`config.mk`:
```
export PLATFORM = sky130hd
export DESIGN_NAME = gravity_aware_slew_limiter
export DESIGN_NICKNAME = d
export VERILOG_FILES = /design/src/gasl_pkg.sv /design/src/gasl_cfg.sv /design/src/gasl_step.sv /design/src/gravity_aware_slew_limiter.sv
export SDC_FILE = /design/constraint.sdc
export NUM_CORES = 1
export LEC_CHECK = 0
export BUFFER_PORTS_ARGS = -buffer_cell sky130_fd_sc_hd__buf_2
export CAP_MARGIN = 20
export CELL_PAD_IN_SITES_DETAIL_PLACEMENT = 1
export CELL_PAD_IN_SITES_GLOBAL_PLACEMENT = 2
export CORE_MARGIN = 5
export CORE_UTILIZATION = 43
export CTS_CLUSTER_SIZE = 14
export DETAILED_ROUTE_END_ITERATION = 6
export PLACE_DENSITY = 0.93
export SLEW_MARGIN = 20
export SYNTH_ARGS = -nofsm -noshare
export SYNTH_HDL_FRONTEND = slang
export SYNTH_SLANG_ARGS = --single-unit
```
`constraint.sdc`:
```
create_clock -name clk -period 20.8 [get_ports clk]
set_input_delay 6.24 -clock clk [delete_from_list [all_inputs] [get_ports clk]]
set_output_delay 6.24 -clock clk [all_outputs]
set_load 0.1 [all_outputs]
```
`src/gasl_pkg.sv`:
```
// gasl_pkg: types, constants and helpers for the gravity aware slew limiter
// used by every module of the block, depends on nothing
package gasl_pkg;

	localparam int VALUE_WIDTH = 16;
	localparam int CALC_WIDTH = VALUE_WIDTH + 3;
	localparam int ONE_INT = 1 << (VALUE_WIDTH - 2);
	localparam int IDX_WIDTH = 2;

	typedef logic signed [VALUE_WIDTH-1:0] value_t;
	typedef logic signed [CALC_WIDTH-1:0] calc_t;
	typedef logic [VALUE_WIDTH-2:0] step_t;

	localparam step_t ACCEL_RESET = step_t'(ONE_INT / 10);
	localparam step_t DECEL_RESET = step_t'(-(ONE_INT / 10));
	localparam value_t WEAK_RESET = '0;
	localparam value_t STRONG_RESET = value_t'(ONE_INT / 10);

	typedef enum logic [IDX_WIDTH-1:0] {
		REG_ACCEL_STEP = 2'd0,
		REG_DECEL_STEP = 2'd1,
		REG_WEAK_LEVEL = 2'd2,
		REG_STRONG_LEVEL = 2'd3
	} reg_idx_t;

	typedef struct packed {
		step_t accel_step;
		step_t decel_step;
		value_t weak_gravity_level;
		value_t strong_gravity_level;
	} cfg_regs_t;

	function automatic value_t clamp_one(input calc_t v);
		calc_t one_c;
		one_c = calc_t'(ONE_INT);
		if (v > one_c) begin
			return value_t'(one_c);
		end else if (v < -one_c) begin
			return value_t'(-one_c);
		end
		return value_t'(v);
	endfunction

endpackage

```
`src/gasl_cfg.sv`:
```
// gasl_cfg: configuration register file of the slew limiter
// depends on gasl_pkg
module gasl_cfg (
	input  logic                          clk,
	input  logic                          arst_n,
	input  logic                          wr_en,
	input  logic [gasl_pkg::IDX_WIDTH-1:0]   wr_index,
	input  logic [gasl_pkg::VALUE_WIDTH-1:0] wr_data,
	output gasl_pkg::cfg_regs_t           regs
);

	gasl_pkg::cfg_regs_t regs_q;

	always_ff @(posedge clk or negedge arst_n) begin
		if (!arst_n) begin
			regs_q.accel_step <= gasl_pkg::ACCEL_RESET;
			regs_q.decel_step <= gasl_pkg::DECEL_RESET;
			regs_q.weak_gravity_level <= gasl_pkg::WEAK_RESET;
			regs_q.strong_gravity_level <= gasl_pkg::STRONG_RESET;
		end else if (wr_en) begin
			case (gasl_pkg::reg_idx_t'(wr_index))
				gasl_pkg::REG_ACCEL_STEP: begin
					regs_q.accel_step <= wr_data[gasl_pkg::VALUE_WIDTH-2:0];
				end
				gasl_pkg::REG_DECEL_STEP: begin
					regs_q.decel_step <= wr_data[gasl_pkg::VALUE_WIDTH-2:0];
				end
				gasl_pkg::REG_WEAK_LEVEL: begin
					regs_q.weak_gravity_level <= gasl_pkg::value_t'(wr_data);
				end
				gasl_pkg::REG_STRONG_LEVEL: begin
					regs_q.strong_gravity_level <= gasl_pkg::value_t'(wr_data);
				end
				default: begin
				end
			endcase
		end
	end

	assign regs = regs_q;

endmodule

```
`src/gasl_step.sv`:
```
// gasl_step: one limiter tick, new level and both saturated motor commands
// depends on gasl_pkg
module gasl_step (
	input  gasl_pkg::value_t    target_speed,
	input  gasl_pkg::value_t    correction,
	input  gasl_pkg::value_t    level_cur,
	input  gasl_pkg::cfg_regs_t regs,
	output gasl_pkg::value_t    left_drive,
	output gasl_pkg::value_t    right_drive,
	output gasl_pkg::value_t    drive_level
);

	gasl_pkg::calc_t req, corr, cur, a, d, wk, st, diff, next_c, lvl;
	gasl_pkg::value_t next_v;

	always_comb begin
		req = gasl_pkg::calc_t'(target_speed);
		corr = gasl_pkg::calc_t'(correction);
		cur = gasl_pkg::calc_t'(level_cur);
		a = gasl_pkg::calc_t'({1'b0, regs.accel_step});
		d = gasl_pkg::calc_t'($signed(regs.decel_step));
		wk = gasl_pkg::calc_t'(regs.weak_gravity_level);
		st = gasl_pkg::calc_t'(regs.strong_gravity_level);
		diff = req - cur;
		if (diff > 0) begin
			if (diff < a) begin
				next_c = req;
			end else if ((cur + a > wk) && (cur < st)) begin
				if (cur > wk) begin
					next_c = (req < st + a) ? req : st + a;
				end else begin
					next_c = (req < st) ? req : cur + a + st - wk;
				end
			end else begin
				next_c = cur + a;
			end
		end else begin
			if (diff > d) begin
				next_c = req;
			end else if ((cur + d < st) && (cur > wk)) begin
				if (cur < st) begin
					next_c = (req > wk + d) ? req : wk + d;
				end else begin
					next_c = (req > wk) ? req : cur + d - st + wk;
				end
			end else begin
				next_c = cur + d;
			end
		end
		next_v = gasl_pkg::clamp_one(next_c);
		lvl = gasl_pkg::calc_t'(next_v);
	end

	assign drive_level = next_v;
	assign left_drive = gasl_pkg::clamp_one(-lvl - corr);
	assign right_drive = gasl_pkg::clamp_one(lvl + corr);

endmodule

```
`src/gravity_aware_slew_limiter.sv`:
```
// gravity_aware_slew_limiter: top level, input register, limiter tick, result register
// depends on gasl_pkg, gasl_cfg, gasl_step
//
// channel  | direction | handshake                    | payload
// s_axis   | in        | s_axis_tvalid / s_axis_tready | target_speed, correction
// m_axis   | out       | m_axis_tvalid / m_axis_tready | left_drive, right_drive, drive_level
// cfg      | in        | cfg_valid / cfg_ready         | cfg_index, cfg_data
//
// one item per cycle while m_axis_tready stays high; each item passes the input register
// and then the result register, whose valid bit drives m_axis_tvalid
// the stored level updates as an item moves from the input register to the result register,
// so the next item in the input register already sees it
// a stalled result register holds the input register, s_axis_tready falls only when both are full
// reset clears both valid bits, the stored level and the registers to their defaults
module gravity_aware_slew_limiter (
	input  logic                              clk,
	input  logic                              arst_n,
	input  logic                              s_axis_tvalid,
	output logic                              s_axis_tready,
	input  logic [2*gasl_pkg::VALUE_WIDTH-1:0] s_axis_tdata,  // target_speed, correction
	output logic                              m_axis_tvalid,
	input  logic                              m_axis_tready,
	output logic [3*gasl_pkg::VALUE_WIDTH-1:0] m_axis_tdata,  // left_drive, right_drive, drive_level
	input  logic                              cfg_valid,
	output logic                              cfg_ready,
	input  logic [gasl_pkg::IDX_WIDTH-1:0]      cfg_index,
	input  logic [gasl_pkg::VALUE_WIDTH-1:0]    cfg_data
);

	localparam int VW = gasl_pkg::VALUE_WIDTH;

	gasl_pkg::cfg_regs_t regs;
	logic valid_s1, valid_s2, advance;
	gasl_pkg::value_t req_s1, corr_s1;
	gasl_pkg::value_t left_s2, right_s2, level_s2;
	gasl_pkg::value_t level_q;
	gasl_pkg::value_t left_d, right_d, level_d;

	assign cfg_ready = 1'b1;

	gasl_cfg u_cfg (
		.clk      (clk),
		.arst_n   (arst_n),
		.wr_en    (cfg_valid & cfg_ready),
		.wr_index (cfg_index),
		.wr_data  (cfg_data),
		.regs     (regs)
	);

	gasl_step u_step (
		.target_speed (req_s1),
		.correction   (corr_s1),
		.level_cur    (level_q),
		.regs         (regs),
		.left_drive   (left_d),
		.right_drive  (right_d),
		.drive_level  (level_d)
	);

	assign advance = valid_s1 & (~valid_s2 | m_axis_tready);
	assign s_axis_tready = ~valid_s1 | advance;

	always_ff @(posedge clk or negedge arst_n) begin
		if (!arst_n) begin
			valid_s1 <= 1'b0;
			valid_s2 <= 1'b0;
			level_q <= '0;
		end else begin
			if (s_axis_tready) begin
				valid_s1 <= s_axis_tvalid;
			end
			if (advance) begin
				valid_s2 <= 1'b1;
				level_q <= level_d;
			end else if (m_axis_tready) begin
				valid_s2 <= 1'b0;
			end
		end
	end

	// payload registers
	always_ff @(posedge clk) begin
		if (s_axis_tvalid & s_axis_tready) begin
			req_s1 <= gasl_pkg::value_t'(s_axis_tdata[VW-1:0]);
			corr_s1 <= gasl_pkg::value_t'(s_axis_tdata[2*VW-1:VW]);
		end
		if (advance) begin
			left_s2 <= left_d;
			right_s2 <= right_d;
			level_s2 <= level_d;
		end
	end

	assign m_axis_tvalid = valid_s2;
	assign m_axis_tdata = {level_s2, right_s2, left_s2};

	a_level_range: assert property (@(posedge clk) disable iff (!arst_n)
		m_axis_tvalid |-> (level_s2 <= gasl_pkg::value_t'(gasl_pkg::ONE_INT))
			&& (level_s2 >= -gasl_pkg::value_t'(gasl_pkg::ONE_INT)))
		else $error("drive level outside full scale");

	a_right_range: assert property (@(posedge clk) disable iff (!arst_n)
		m_axis_tvalid |-> (right_s2 <= gasl_pkg::value_t'(gasl_pkg::ONE_INT))
			&& (right_s2 >= -gasl_pkg::value_t'(gasl_pkg::ONE_INT)))
		else $error("right drive not saturated");

	a_level_tracks: assert property (@(posedge clk) disable iff (!arst_n)
		advance |=> (level_q == level_s2))
		else $error("stored level differs from delivered level");

	a_level_hold: assert property (@(posedge clk) disable iff (!arst_n)
		!advance |=> $stable(level_q))
		else $error("stored level moved without a tick");

	a_ready_low: assert property (@(posedge clk) disable iff (!arst_n)
		!s_axis_tready |-> (valid_s1 && valid_s2 && !m_axis_tready))
		else $error("input stalled with room in the pipeline");

endmodule

```
==> impl_metrics.ini <==
[setup_path]
path_cells = buf_2 > nand3b_1 > buf_2
startpoint_type = primary input
cp_slowest_cell = buf_2
worstPathArrival_ns = 6.88
crit_path_end_kind = output pin
critical_path.top_delay_family = buffers and inverters
worst-path-buf-inv = 2
slowest_delay_ns = 0.44
critPathKind = in -> out
cp_max_fo = 3
path_common_cell = buf_2
required_ns = 14.56

[drt]
topRoutingLayerUsed = met4
ant_nets = 0
wl_met2_mm = 33.63
routedWlPerCell_um = 26.18
dr.pass1.iters = 7
met1_length_mm = 35.48
drt-total-wl_mm = 76.80
drt_iter0_drc = 1441
drc = 0
vias_per_cell = 6.307
dr_wl_met3_mm = 4.830
vias = 18500

[placed_design]
dpl.hpwl_mm = 64.10
place_inst = 2901
port_buffers = 104
gp_congestion = 0.9753

[finish]
nFillCells = 5296
layout.nets = 2732
syn2layout_area_growth_pct = 9.612
final_common_cell = ha_1
drive_above_1_share = 0.1162
diodes = 0
final_cells = 2933
mostFrequentLayoutCells = ha_1, inv_1, nor2_1

[global_routing]
antenna_found_initial = 0
gr-total-overflow = 0
grt_pass1_vias = 18650
grt_usage = 0.3006
grt_pass1_wl_mm = 114.6
grt_max_degree = 59

[clock_network]
cts_buffers = 17
clock-sinks = 160
clock_latency_ns = 0.45
cts_resized = 0
cts_tree = yes
cts_hold_buf = 0
h-tree-depth = 4
cts-root-buf = clkbuf_16
cts_setup_buffers = 0
clkTransAtPathRegs_ns = 0.07
clockBufferDepth = 2

[logic_synthesis]
synth-seq-cells = 160
async_flop_share = 0.5000
synth_area_um2 = 19250
synth_ff_type = edfxtp_1
ys_seq_area_frac = 0.2301
syn-num-nets = 2630
synth-edff-count = 80
syn_inst = 2226
synth_warnings = 0
syn-mean-instance-area_um2 = 8.649
yosysUniqueCellTypes = 92

[sta]
rsz0062_at_grt = false
period_minus_slack_ns = 13.12
hold_slack_ns = 0.5011
fmax_ghz = 0.07619
finalMaxSlewViolations = 0
maxSlewHeadroom = 0.2428
setup-tns-final_ns = 0
tightest_slew_ns = 1.132
setup_viol = 0
timing.final.crit_share = 0.6310
skew_ns = 0.01453
hold_viol = 0

[hold_path]
hold_path.class = reg -> reg

[floorplan]
die-area_um2 = 49100
die_y_um = 221.6
start_util = 0.4354
die_w_um = 221.6
row_count = 77
core_um2 = 44220
ios = 106

[flow_run]
cap_violations = 0

[run_status]
status = complete, no violations
==> layout make-up <==
cell class	count	area [um2]	area share
multi-input combinational	1846	13970	0.6620
tap	592	740.7	0.03510
sequential	160	4431	0.2099
timing repair buffer	123	665.6	0.03154
inverter	180	675.6	0.03202
clock buffer	17	425.4	0.02016
clock inverter	15	195.2	0.009249
==> metrics by stage <==
step	setup slack (ns)	instance area (um2)	util
5_1_grt	6.976	21100	0.4772
2_1_floorplan	7.498	19250	-
3_3_place_gp	7.670	20470	0.4630
6_report	7.675	21100	0.4772
4_1_cts	7.602	21100	0.4770
3_5_place_dp	7.671	20470	0.4630
==> metal layers <==
layer,GRT usage,vias up
li1,-,8542
met1,0.4299,9193
met2,0.4692,629
met3,0.04197,134
met4,0.09942,0
met5,0,-
==> cells in the mapped netlist (25+ instances only) <==
master | instances | area share
o21ai_0 | 137 | 0.036
a21o_1 | 65 | 0.025
xor2_1 | 43 | 0.020
edfxtp_1 | 80 | 0.12
a21oi_1 | 152 | 0.040
o21a_1 | 41 | 0.016
nand3_1 | 52 | 0.014
ha_1 | 338 | 0.22
nor2_1 | 159 | 0.031
dfrtp_1 | 59 | 0.077
and3_1 | 29 | 0.0094
inv_1 | 177 | 0.035
clkbuf_1 | 28 | 0.0055
a31oi_1 | 25 | 0.0081
o211ai_1 | 27 | 0.011
nor2b_1 | 42 | 0.014
nand2_1 | 141 | 0.027
xnor2_1 | 76 | 0.035
a211oi_1 | 29 | 0.011
nor3_1 | 55 | 0.014
mux2_2 | 54 | 0.032
nand2b_1 | 35 | 0.011
==> cell families (layout without fill, tap and decap cells) <==
group / after synthesis / after routing / share of synthesized area
other cells: 1 / 1 / 0.0001948
compound gates: 682 / 682 / 0.2399
mux: 57 / 57 / 0.03314
simple gates: 638 / 638 / 0.1661
flops: 160 / 160 / 0.2301
buf+inv: 220 / 335 / 0.04523
xor+xnor: 119 / 119 / 0.05414
fa+ha+maj: 349 / 349 / 0.2311
==> sequential cells by signal, indices dropped and copies added (netlist names) <==
register	flops
u_cfg.regs	62
right_s2	16
level_q	16
left_s2	16
valid_s1	1
level_s2	16
req_s1	16
corr_s1	16
m_axis_tvalid	1
==> final timing paths <==
kind / from / end / slack [ns] / depth (start not counted)
setup / recovery: m_axis_tready / s_axis_tready / 7.68 / 3
hold / removal: valid_s1$_DFFE_PN0N_ / m_axis_tvalid$_DFFE_PN0P_ / 0.50 / 1
setup reg to reg: level_q[0]$_DFFE_PN0P_ / left_s2[5]$_SDFFCE_PP0P_ / 7.73 / 50
hold reg to reg: valid_s1$_DFFE_PN0N_ / m_axis_tvalid$_DFFE_PN0P_ / 0.50 / 1
max in group asynchronous: arst_n / u_cfg.regs[59]$_DFFE_PN0P_ / 13.98 / 2
min in group asynchronous: arst_n / u_cfg.regs[51]$_DFFE_PN0P_ / 5.78 / 1
==> worst register-to-register path: cells and delay by family (launching register included) <==
kind	cells	cell delay [ns]
buffers and inverters	5	0.63
AOI/OAI and AO/OA	27	6.87
muxes	1	0.24
adders and majority gates	7	2.24
DFF	1	0.52
and+or+nand+nor	10	2.30
Power is left out: the tool's default activity adds up to more than one toggle a clock period on the data nets, which glitch-free logic cannot reach.
